### config.mk
export PLATFORM = sky130hd
export DESIGN_NAME = noise_weighted_lottery_draw_unit
export DESIGN_NICKNAME = d
export VERILOG_FILES = /design/src/design/nwld_pkg.sv /design/src/design/nwld_ram.sv /design/src/design/nwld_ctrl.sv /design/src/design/nwld_dp.sv /design/src/design/noise_weighted_lottery_draw_unit.sv
export SDC_FILE = /design/constraint.sdc
export NUM_CORES = 2
export LEC_CHECK = 0
export CAP_MARGIN = 20
export CORE_ASPECT_RATIO = 0.7
export CORE_MARGIN = 1.5
export CORE_UTILIZATION = 51
export CTS_BUF_LIST = sky130_fd_sc_hd__clkbuf_4
export CTS_CLUSTER_SIZE = 24
export DETAILED_ROUTE_END_ITERATION = 8
export DONT_BUFFER_PORTS = 1
export GPL_TIMING_DRIVEN = 0
export PLACE_DENSITY_LB_ADDON = 0.1
export SLEW_MARGIN = 20
export SYNTH_ARGS = -nofsm -noshare
export SYNTH_HDL_FRONTEND = slang
export SYNTH_SLANG_ARGS = --single-unit
### constraint.sdc
create_clock -name clk -period 7.27 [get_ports clk]
set_clock_uncertainty 0.05 [all_clocks]
set_input_delay 0.727 -clock clk [delete_from_list [all_inputs] [get_ports clk]]
set_output_delay 0.727 -clock clk [all_outputs]
set_load 0.1 [all_outputs]
### src/design/nwld_pkg.sv
`timescale 1ns / 1ps
// ----------------------------------------------------------------------------
// nwld_pkg
// Shared types and constants of the noise weighted lottery draw unit.
// ----------------------------------------------------------------------------
package nwld_pkg;

  // table geometry
  localparam int TABLE_DEPTH = 64;
  localparam int IDX_W       = $clog2(TABLE_DEPTH);
  localparam int WEIGHT_W    = 16;
  localparam int CNT_W       = 7;
  localparam int SMP_CNT_W   = 3;

  // input opcodes
  localparam logic OP_WRITE  = 1'b0;
  localparam logic OP_SAMPLE = 1'b1;

  // scaling: drawn = floor((raw*m + 32767) / 65535)
  localparam logic [31:0] ROUND_HALF = 32'd32767;
  localparam logic [SMP_CNT_W-1:0] LAST_SAMPLE = 3'd7;
  localparam logic [CNT_W-1:0] LIMIT_MAX = CNT_W'(TABLE_DEPTH);

  typedef struct packed {
    logic                opcode;
    logic [IDX_W-1:0]    entry_index;
    logic [WEIGHT_W-1:0] entry_weight;
    logic [9:0]          noise_sample;
    logic [WEIGHT_W-1:0] total_weight;
  } in_item_t;

  typedef struct packed {
    logic [IDX_W-1:0]    winner_index;
    logic [WEIGHT_W-1:0] drawn_value;
    logic                matched;
  } out_item_t;

  typedef enum logic [2:0] {
    ST_IDLE,
    ST_MUL,
    ST_DIV,
    ST_WSETUP,
    ST_WALK,
    ST_EMIT
  } state_t;

  // controller to datapath
  typedef struct packed {
    logic accept;
    logic mul;
    logic div;
    logic walk_init;
    logic walk_step;
  } cmd_t;

  // datapath to controller
  typedef struct packed {
    logic draw_go;
    logic limit_zero;
    logic walk_hit;
    logic walk_last;
  } sts_t;

endpackage

### src/design/nwld_ram.sv
`timescale 1ns / 1ps
// ----------------------------------------------------------------------------
// nwld_ram
// Generic single write port, single read port RAM with registered read.
// ----------------------------------------------------------------------------
module nwld_ram #(
  parameter int WIDTH = 16,
  parameter int DEPTH = 64
) (
  input  logic                     clk,
  input  logic                     wr_en,
  input  logic [$clog2(DEPTH)-1:0] wr_addr,
  input  logic [WIDTH-1:0]         wr_data,
  input  logic [$clog2(DEPTH)-1:0] rd_addr,
  output logic [WIDTH-1:0]         rd_data
);

  logic [WIDTH-1:0] mem [DEPTH];

  // write port and registered read port
  always_ff @(posedge clk) begin
    if (wr_en) begin
      mem[wr_addr] <= wr_data;
    end
    rd_data <= mem[rd_addr];
  end

endmodule

### src/design/nwld_ctrl.sv
`timescale 1ns / 1ps
// ----------------------------------------------------------------------------
// nwld_ctrl
// Sequencer of the draw: multiply, divide, table walk and result strobe.
// ----------------------------------------------------------------------------
module nwld_ctrl (
  input  logic          clk,
  input  logic          rst_n,
  input  logic          start,
  input  nwld_pkg::sts_t sts,
  output nwld_pkg::cmd_t cmd,
  output logic          busy,
  output logic          cfg_ready,
  output logic          out_valid
);
  import nwld_pkg::*;

  state_t state_r, state_nxt;

  // state register
  always_ff @(posedge clk) begin
    if (!rst_n) begin
      state_r <= ST_IDLE;
    end else begin
      state_r <= state_nxt;
    end
  end

  // next state and commands
  always_comb begin
    state_nxt = state_r;
    cmd       = '0;
    busy      = 1'b1;
    cfg_ready = 1'b0;
    out_valid = 1'b0;
    case (state_r)
      ST_IDLE: begin
        busy       = 1'b0;
        cfg_ready  = 1'b1;
        cmd.accept = start;
        if (sts.draw_go) begin
          state_nxt = ST_MUL;
        end
      end
      ST_MUL: begin
        cmd.mul   = 1'b1;
        state_nxt = ST_DIV;
      end
      ST_DIV: begin
        cmd.div   = 1'b1;
        state_nxt = ST_WSETUP;
      end
      ST_WSETUP: begin
        cmd.walk_init = 1'b1;
        state_nxt     = sts.limit_zero ? ST_EMIT : ST_WALK;
      end
      ST_WALK: begin
        cmd.walk_step = 1'b1;
        if (sts.walk_hit || sts.walk_last) begin
          state_nxt = ST_EMIT;
        end
      end
      ST_EMIT: begin
        out_valid = 1'b1;
        state_nxt = ST_IDLE;
      end
      default: begin
        state_nxt = ST_IDLE;
      end
    endcase
  end

endmodule

### src/design/nwld_dp.sv
`timescale 1ns / 1ps
// ----------------------------------------------------------------------------
// nwld_dp
// Datapath: noise packing, scaling multiply, divide by 65535 and walk.
// ----------------------------------------------------------------------------
module nwld_dp (
  input  logic                       clk,
  input  logic                       rst_n,
  input  nwld_pkg::in_item_t         in_item,
  input  nwld_pkg::cmd_t             cmd,
  input  logic                       cfg_we,
  input  logic [nwld_pkg::CNT_W-1:0] cfg_data,
  output nwld_pkg::sts_t             sts,
  output nwld_pkg::out_item_t        out_item
);
  import nwld_pkg::*;

  logic [WEIGHT_W-1:0]  acc_r, acc_nxt;
  logic [SMP_CNT_W-1:0] smp_r, smp_nxt;
  logic [CNT_W-1:0]     entry_count_r;
  logic [WEIGHT_W-1:0]  raw_r, m_r;
  logic [31:0]          prod_r;
  logic [WEIGHT_W-1:0]  q_r;
  logic [WEIGHT_W-1:0]  rest_r;
  logic [IDX_W-1:0]     idx_r;
  logic [IDX_W-1:0]     winner_r;
  logic                 hit_r;

  logic                 sample_fire, write_fire, last_sample;
  logic [WEIGHT_W-1:0]  acc_or;
  logic [31:0]          qsum;
  logic [CNT_W-1:0]     limit;
  logic [IDX_W-1:0]     rd_addr;
  logic [WEIGHT_W-1:0]  rd_weight;

  // weight table
  nwld_ram #(
    .WIDTH (WEIGHT_W),
    .DEPTH (TABLE_DEPTH)
  ) u_table (
    .clk     (clk),
    .wr_en   (write_fire),
    .wr_addr (in_item.entry_index),
    .wr_data (in_item.entry_weight),
    .rd_addr (rd_addr),
    .rd_data (rd_weight)
  );

  // item decode and noise packing
  always_comb begin
    sample_fire = cmd.accept && (in_item.opcode == OP_SAMPLE);
    write_fire  = cmd.accept && (in_item.opcode == OP_WRITE);
    last_sample = (smp_r == LAST_SAMPLE);
    acc_or      = acc_r | (WEIGHT_W'(in_item.noise_sample[1:0]) << {smp_r, 1'b0});
    acc_nxt     = acc_r;
    smp_nxt     = smp_r;
    if (sample_fire) begin
      if (last_sample) begin
        acc_nxt = '0;
        smp_nxt = '0;
      end else begin
        acc_nxt = acc_or;
        smp_nxt = smp_r + SMP_CNT_W'(1);
      end
    end
  end

  // divide by 65535 as (x + (x >> 16) + 1) >> 16, exact for x below 2^32 - 2^16
  always_comb begin
    qsum    = prod_r + 32'(prod_r[31:16]) + 32'd1;
    limit   = (entry_count_r > LIMIT_MAX) ? LIMIT_MAX : entry_count_r;
    rd_addr = cmd.walk_step ? (idx_r + IDX_W'(1)) : '0;
  end

  // status to controller
  always_comb begin
    sts.draw_go    = sample_fire && last_sample;
    sts.limit_zero = (limit == '0);
    sts.walk_hit   = (rest_r < rd_weight);
    sts.walk_last  = ({1'b0, idx_r} + CNT_W'(1)) == limit;
  end

  // control state: sample packing and configuration
  always_ff @(posedge clk) begin
    if (!rst_n) begin
      acc_r         <= '0;
      smp_r         <= '0;
      entry_count_r <= '0;
    end else begin
      acc_r <= acc_nxt;
      smp_r <= smp_nxt;
      if (cfg_we) begin
        entry_count_r <= cfg_data;
      end
    end
  end

  // draw datapath registers
  always_ff @(posedge clk) begin
    if (sample_fire && last_sample) begin
      raw_r <= acc_or;
      m_r   <= in_item.total_weight - WEIGHT_W'(1);
    end
    // product plus half the divisor, rounds the quotient
    if (cmd.mul) begin
      prod_r <= raw_r * m_r + ROUND_HALF;
    end
    if (cmd.div) begin
      q_r <= qsum[31:16];
    end
    if (cmd.walk_init) begin
      rest_r   <= q_r;
      idx_r    <= '0;
      winner_r <= '0;
      hit_r    <= 1'b0;
    end
    // one entry per cycle, next entry read ahead
    if (cmd.walk_step) begin
      if (sts.walk_hit) begin
        winner_r <= idx_r;
        hit_r    <= 1'b1;
      end else begin
        rest_r <= rest_r - rd_weight;
        idx_r  <= idx_r + IDX_W'(1);
      end
    end
  end

  assign out_item.winner_index = winner_r;
  assign out_item.drawn_value  = q_r;
  assign out_item.matched      = hit_r;

endmodule

### src/design/noise_weighted_lottery_draw_unit.sv
`timescale 1ns / 1ps
// ----------------------------------------------------------------------------
// noise_weighted_lottery_draw_unit
// Roulette-wheel selection over a 64-entry weight table driven by noise bits.
// ----------------------------------------------------------------------------
// Usage:
//   Input beats are taken on start while busy is low. A write beat stores a
//   weight in the table; a sample beat packs two noise bits. Both give no
//   result. The eighth sample starts a draw: multiply, divide by 65535,
//   walk setup, then one walk step per table entry visited (up to
//   min(entry_count, 64)), then the result strobe. busy stays high for
//   the whole draw; the single table read port lets the walk take one
//   entry per cycle.
//   The result beat appears on out_item for exactly one cycle with
//   out_valid high; the receiver must take it then, it cannot stall.
//   entry_count is written on the cfg channel, ready only while idle.
//   Reset clears the sample count, the packed noise and entry_count; table
//   contents are undefined until written.
// ----------------------------------------------------------------------------
module noise_weighted_lottery_draw_unit (
  input  logic                       clk,
  input  logic                       rst_n,
  input  logic                       start,
  output logic                       busy,
  input  nwld_pkg::in_item_t         in_item,
  output logic                       out_valid,
  output nwld_pkg::out_item_t        out_item,
  input  logic                       cfg_valid,
  output logic                       cfg_ready,
  input  logic [nwld_pkg::CNT_W-1:0] cfg_data
);
  import nwld_pkg::*;

  cmd_t cmd;
  sts_t sts;

  // controller
  nwld_ctrl u_ctrl (
    .clk       (clk),
    .rst_n     (rst_n),
    .start     (start),
    .sts       (sts),
    .cmd       (cmd),
    .busy      (busy),
    .cfg_ready (cfg_ready),
    .out_valid (out_valid)
  );

  // datapath
  nwld_dp u_dp (
    .clk      (clk),
    .rst_n    (rst_n),
    .in_item  (in_item),
    .cmd      (cmd),
    .cfg_we   (cfg_valid && cfg_ready),
    .cfg_data (cfg_data),
    .sts      (sts),
    .out_item (out_item)
  );

  // a result only comes out of a draw in progress
  a_out_busy: assert property (@(posedge clk) disable iff (!rst_n)
    out_valid |-> busy)
    else $error("result strobe while idle");

  // the strobe lasts one cycle and the block is idle after it
  a_out_pulse: assert property (@(posedge clk) disable iff (!rst_n)
    out_valid |=> (!out_valid && !busy))
    else $error("result strobe longer than one cycle");

  // a miss reports entry zero
  a_miss_zero: assert property (@(posedge clk) disable iff (!rst_n)
    (out_valid && !out_item.matched) |-> (out_item.winner_index == '0))
    else $error("miss with nonzero winner index");

  // configuration only while idle
  a_cfg_idle: assert property (@(posedge clk) disable iff (!rst_n)
    cfg_ready |-> !busy)
    else $error("configuration ready during a draw");

endmodule
* Word-level counts from Yosys, hierarchy flattened *
Memories as Yosys holds them, arrays and structs flattened. A register that Yosys moved wholly into a read port is not among the register bits.
Cells that the tools add are included.

word-level totals
  flip-flop bits (word level) = 138
  memory bits (writable) = 1024
  input bits = 60
  logic and storage cells = 74
  memories = 1

memories
  name              depth  bits a word  rd ports  clocked after memory_dff  write ports  line            RTL
  u_dp.u_table.mem  64     16           1         1                         1            nwld_ram.sv:18  logic [WIDTH-1:0] mem [DEPTH];

cells by class
  add/subtract/negate cells = 8
  multipliers = 1
  $lt $le $gt $ge = 2
  equality and inequality tests = 9
  shift-type cells = 1
  mux-type cells = 30
  bitwise gates (word level) = 2
  reduce and logical (&&, ||, !) cells = 8

operator list
  cell                      number
  $mux W16                  4
  $mux W6                   7
  $add A32 B1 Y32 const B   1
  $add A32 B15 Y32 const B  1
  $add A32 B16 Y32          1
  $mul A16 B16 Y32          1
  $lt A16 B16 Y1            1
  $or A16 B16 Y16           1
  $shl A2 B4 Y16            1
  $sub A16 B1 Y16 const B   1
  $sub A16 B16 Y16          1
  $pmux W3 S5               1
  $mux W1                   14
  $eq A3 B3 Y1 const B      3
  $mux W3                   3
  $add A6 B1 Y7 const B     1
  $eq A7 B7 Y1              1
  $gt A7 B7 Y1 const B      1
  $logic_not A7 Y1          1
  $mux W7                   1
  $add A6 B1 Y6 const B     1
  $eq A3 B2 Y1 const B      2
  $logic_and A1 B1 Y1       4
  $add A3 B1 Y3 const B     1
  7 further kinds           7

* Logic depth before layout (Yosys ltp) *
  word-level depth = 6
  depth in mapped cells = 22

* Modules after synthesis *
From an unflattened synthesis, not the netlist that was laid out.

second synthesis, totals
  cell total of the unflattened synthesis = 3442
  area, all modules = 55693.4 µm²

by module, submodules not included
  module                            times used  cells each  area an instance (µm²)
  nwld_ram                          1           1829        40042.2
  nwld_dp                           1           1587        15429.8
  nwld_ctrl                         1           25          215.2
  noise_weighted_lottery_draw_unit  1           1           6.3

* Least setup slack after synthesis *
OpenSTA, ideal clock, no wires.

  path kind = flip-flop to flip-flop
  start point = reg u_dp.m_r[2]
  end point = reg u_dp.prod_r[24], data pin
  arrival = 5.818 ns
  required time = 7.062 ns
  path slack = 1.244 ns
  cell stages (with the launch flop) = 21
  period minus slack after synthesis = 6.026 ns
  path through = edfxtp_1 -> clkbuf_1 -> nand2_1 -> fa_1 -> fa_1 -> fa_1 -> inv_1 -> fa_1 -> fa_1 -> inv_1 -> fa_1 -> inv_1 -> ha_1 -> a21oi_1 -> o21ai_0 -> or3_1 -> o21ai_1 -> o21ai_1 -> a21oi_1 -> or4b_1 -> o211ai_1

between the ends
  cells in the longest elaborated chain, start to end = 2

RTL lines
  element                   line            RTL
  start: declaration        nwld_dp.sv:21   logic [WEIGHT_W-1:0] raw_r, m_r;
  start signal: assignment  nwld_dp.sv:102  m_r <= in_item.total_weight - WEIGHT_W'(1);
  $mul A16 B16 Y32          nwld_dp.sv:106  prod_r <= raw_r * m_r + ROUND_HALF;
  $add A32 B15 Y32          nwld_dp.sv:106
  end signal: assignment    nwld_dp.sv:106
  end: declaration          nwld_dp.sv:22   logic [31:0] prod_r;

Every way passes these cells.
A chain may end at the register's enable or synchronous reset.

* Final worst setup path *
  start point = reg u_dp.raw_r[5]
  end point = reg u_dp.prod_r[24], data pin

between the ends
  cells in the longest elaborated chain, start to end = 2

RTL lines
  element                   line            RTL
  start: declaration        nwld_dp.sv:21
  start signal: assignment  nwld_dp.sv:101  raw_r <= acc_or;
  $mul A16 B16 Y32          nwld_dp.sv:106
  $add A32 B15 Y32          nwld_dp.sv:106

Every way passes these cells.

==> metrics list <==
* Status: complete, no violations
- Worst hold margin: 0.152 ns
- Total via count in the routed design: 40273
* Leakage: 23.3 nW
* Reg-to-reg setup timing slack: 0.22 ns
- Maximum root-to-sink buffer count: 4
- TritonCTS built the clock tree.
* Final Critical Period: 7.05 ns
- Maximum fanout count along the critical path: 10
- Dividing the detail-routed wire length by the instance count gives 28.7 um.
* Switching share of total power: 22.0%
- The critical path goes through clkbuf_1 -> and2_1 -> fa_1 -> inv_1 -> fa_1 -> fa_1 -> inv_1 -> fa_1 -> fa_1 -> inv_1 -> fa_1 -> inv_1 -> ha_1 -> a21oi_1 -> o21ai_0 -> or3_1 -> o21ai_1 -> o21ai_1 -> a21oi_1 -> or4b_1 -> o211ai_1.
- Clock insertion delay at the later pin of the skew report: 1.28 ns
- Register bit total from synthesis: 1178
- The worst register-to-register path begins at u_dp.raw_r[5].
* Kind of path behind the tightest hold check: input pin to flip-flop
* Layout Nets: 5329
* Clk Tree Root Cell: sky130_fd_sc_hd__clkbuf_4
- Post-layout utilization of the core: 58.5%
* Count of synthesis-stage warnings from yosys: 0
* Worst-Margin Slew: 1.31 ns
* Reg2Reg Capture Point: u_dp.prod_r[24]
- Vias/cell: 6.14
* Crit Path Class: flip-flop to flip-flop
* Post-synthesis to final-layout area growth: 13.5%
* Number of filler cells placed in the layout: 9071
- Across the VDD grid, the largest voltage drop is 0.161 mV.
* Global route overflow: 0
- The path with the worst hold slack has its endpoint at u_dp.smp_r[1].
- Wire length reported by the detailed router: 188 mm
- Of the cells placed in the final design, the portion with a size suffix greater than 1 is 14.3%.
- Type of origin of the critical path: flip-flop
* CTS sink cnt: 1178
- Fmax: 142 MHz
- Setup violations remaining at the end of the flow were counted as 0.
- Sequential element share of the synthesized area: 61.9%
- For the worst setup path, the data arrival time is 7.99 ns.
- Drc violations: 0
* DRT antenna net count: 0
* Worst slew margin relative to its limit: 12.8%
- Final GP Congestion: 0.999
- Number of detailed-route iterations in the first pass: 6
* Final critical-path share of the clock period: 97.0%
- The H-tree was split into 5 levels.
- Pin count of the biggest net entering global routing: 65
* Clock power frac: 41.4%
- In this run the tool buffered the top-level ports with 0 buffer cells.
- DIE WIDTH: 399 um
- Summing all multi-input logic gate instances after layout gives 19500 um2.
- Cell area after synthesis: 56000 um2
* Total core area: 109000 um2
- Via count of the first global-routing pass: 37855
* Io pins: 86
* Post-placement worst setup slack: -0.0487 ns
* Register area: 34600 um2
* Total Die Area: 112000 um2
- Number of unique standard cell types used by synthesis: 77
- The number of antenna violations at the first check in global routing is 14.
- The detailed router finished its first iteration with 5820 violations.
- Height of the die: 280 um
- Number of hold violations in the final report: 0
* Element type at the critical path end: flip-flop
- Startpoint of the tightest hold check path: start
- Worst R2R Path Depth: 21
- Max-slew violation total from the final report: 0
* Area after DPL: 58800 um2
- On the worst path, the slowest cell contributes a delay of 0.56 ns.
- Data on the critical path is required at its endpoint by 8.21 ns.
- Number of placement rows: 101
- Clock-pin slew was measured on the worst setup and hold paths at 0.08 ns.
- Setup slack after layout: 0.216 ns
- Across every metal layer, demand over resource in global routing totals 33.7%.
- Bufs and invs on worst path: 5
* Areal power density over the cells: 206 nW/um2
- Inserted Clock Buffers: 301
* Post-synth ARST share: 0%
- The initial utilization of the core area, before any placement, comes to 51.5%.
- Net switching power: 0.00288 W
- In this run, the combinational gates consume 2.0% of the power.
- Along the worst hold path, the cell count comes to 3.
- Global-route wire length before repair: 266 mm
* PnR Total Power: 0.0131 W
- In this run, synthesis inferred 1104 flip-flops with an integrated enable.
- A synthesized cell averages 12.5 um2.
* Most repeated library cell on the critical path: sky130_fd_sc_hd__fa_1
- Registers are responsible for 56.7% of the overall power.
- Syn nets: 4866
- Max Cap Viol: 0
* Cells after synthesis: 4466
- Among all stages on the critical path, the largest delay is contributed by sky130_fd_sc_hd__clkbuf_1.
* Dominant register cell in the synthesized netlist: sky130_fd_sc_hd__edfxtp_1
- Internal power: 0.0102 W
- The kind of cell with the highest combined delay along the critical path is adder cells.
- Placed wire-length estimate after detailed placement: 132 mm
* Final std cell area, no fill: 63600 um2
==> layer usage <==
metal,part of all wire (%),GRT usage (%),up-vias
li1,-,-,17304
met1,44,53.3,19945
met2,39,44.0,2752
met3,14,11.2,272
met4,2.1,8.53,0
met5,0,0,-
==> placed cells by master (no fill, tap or decap), drive strengths merged, types with 14 or more instances in the layout <==
cell,n
edfxtp,1104
nor3,69
nor2,198
mux2,24
mux2i,49
nand3,106
fa,209
a22o,24
inv,277
and3,49
dfxtp,74
a311oi,21
nand2,736
o2111ai,29
a21o,31
xor2,29
o21ai,175
o211ai,79
a21oi,127
ha,131
buf,166
and2,120
or3,85
dlygate4sd3,72
xnor2,46
a32oi,35
a22oi,22
o311ai,19
o22ai,100
clkinv,45
a31oi,99
clkbuf,612
nor2b,14
==> sequential cells by signal (all words and copies together), names as in the netlist, 6 cells and up <==
signal,cells
u_dp.entry_count_r,7
u_dp.acc_r,16
u_dp.u_table.mem,1024
u_dp.winner_r,6
u_dp.idx_r,6
u_dp.m_r,16
u_dp.u_table.rd_data,16
u_dp.q_r,16
u_dp.prod_r,32
u_dp.raw_r,16
u_dp.rest_r,16
==> worst reg2reg max path: stages, from the launching register on <==
cell	delay, ns
sky130_fd_sc_hd__edfxtp_1	0.45
sky130_fd_sc_hd__clkbuf_1	0.56
sky130_fd_sc_hd__and2_1	0.25
sky130_fd_sc_hd__fa_1	0.42
sky130_fd_sc_hd__inv_1	0.10
sky130_fd_sc_hd__fa_1	0.46
sky130_fd_sc_hd__fa_1	0.54
sky130_fd_sc_hd__inv_1	0.06
sky130_fd_sc_hd__fa_1	0.49
sky130_fd_sc_hd__fa_1	0.50
sky130_fd_sc_hd__inv_1	0.05
sky130_fd_sc_hd__fa_1	0.54
sky130_fd_sc_hd__inv_1	0.07
sky130_fd_sc_hd__ha_1	0.35
sky130_fd_sc_hd__a21oi_1	0.14
sky130_fd_sc_hd__o21ai_0	0.14
sky130_fd_sc_hd__or3_1	0.32
sky130_fd_sc_hd__o21ai_1	0.25
sky130_fd_sc_hd__o21ai_1	0.18
sky130_fd_sc_hd__a21oi_1	0.31
sky130_fd_sc_hd__or4b_1	0.46
sky130_fd_sc_hd__o211ai_1	0.14
==> worst max-delay path by stage <==
stage / startpoint / to / slack [ns] / cells after the start
floorplan: u_dp.m_r[2] / u_dp.prod_r[24] / 1.24 / 20
global placement: u_ctrl.state_r[1] / u_dp.raw_r[13] / -0.12 / 4
detailed placement: u_dp.m_r[12] / u_dp.prod_r[29] / -0.05 / 18
CTS: u_dp.raw_r[15] / u_dp.prod_r[29] / 0.1 / 18
global route: u_dp.raw_r[8] / u_dp.prod_r[29] / -0.04 / 20
finish: u_dp.raw_r[5] / u_dp.prod_r[24] / 0.22 / 21
==> power groups by stage <==
stage	clock network (W)	registers (W)	logic, W
after floorplan	0	0.00757	0.0000419
after global placement	0	0.00757	0.0000647
after detailed placement	0	0.00757	0.0000722
after CTS	0.00545	0.00742	0.000254
after global routing	0.00579	0.00742	0.000269
final	0.00542	0.00742	0.000259
==> synthesized netlist by cell type (all sizes together), types with 21 or more instances <==
library cell / n / area, um2
mux2i: 49 / 490
buf: 79 / 399
nand3: 106 / 531
mux2: 24 / 270
and2: 120 / 751
nor2: 198 / 759
o21ai: 175 / 876
o22ai: 100 / 626
a31oi: 99 / 619
dfxtp: 74 / 1480
o2111ai: 29 / 254
a21o: 31 / 233
o211ai: 79 / 593
nor3: 69 / 360
inv: 272 / 1020
a21oi: 127 / 639
a22oi: 22 / 165
clkbuf: 186 / 699
xnor2: 46 / 410
or3: 85 / 532
edfxtp: 1104 / 33200
ha: 131 / 1640
fa: 209 / 4180
and3: 49 / 307
nand2: 736 / 2770
xor2: 29 / 262
a32oi: 35 / 307
a311oi: 21 / 184
a22o: 24 / 210
==> cells by family (layout without fill, tap and decap cells) <==
family / count (synthesis) / count (layout) / share of synthesized area (%)
AND/OR/NAND/NOR: 1423 / 1423 / 11.5
adder cells (fa/ha/maj): 340 / 340 / 10.4
XOR/XNOR: 75 / 75 / 1.20
other: 0 / 11 / 0
buffers and inverters: 537 / 1175 / 3.79
multiplexers: 73 / 73 / 1.36
flip-flops: 1178 / 1178 / 61.9
AO/OA/AOI/OAI: 840 / 840 / 9.92
==> stage by stage <==
stage	setup TNS, ns	instances
finish	0	6557
global route	-0.0473	6551
CTS	0	6537
detailed placement	-0.0487	5971
global placement	-5.91	5908
floorplan	0	4466
==> timing repair <==
| item | in CTS | in global routing |
|---|---|---|
| gates resized for setup | 17 | 26 |
| endpoints found under the setup margin | 1 | 7 |
| hold endpoints to repair | 1065 | 0 |
| setup buffers | 0 | 9 |
| hold buffers | 88 | 0 |
==> final cells by class <==
type | instances | area share, %
diodes | 11 | 0.0433
plain buffers | 265 | 1.79
clock buffers | 425 | 5.02
clock inverters | 53 | 0.413
inverters | 272 | 1.61
multi-input cells | 2751 | 30.6
flip-flops and latches | 1178 | 54.5
well taps | 1442 | 2.84
repair buffers | 160 | 3.18
Note: power is estimated with default switching activity, not from simulation.
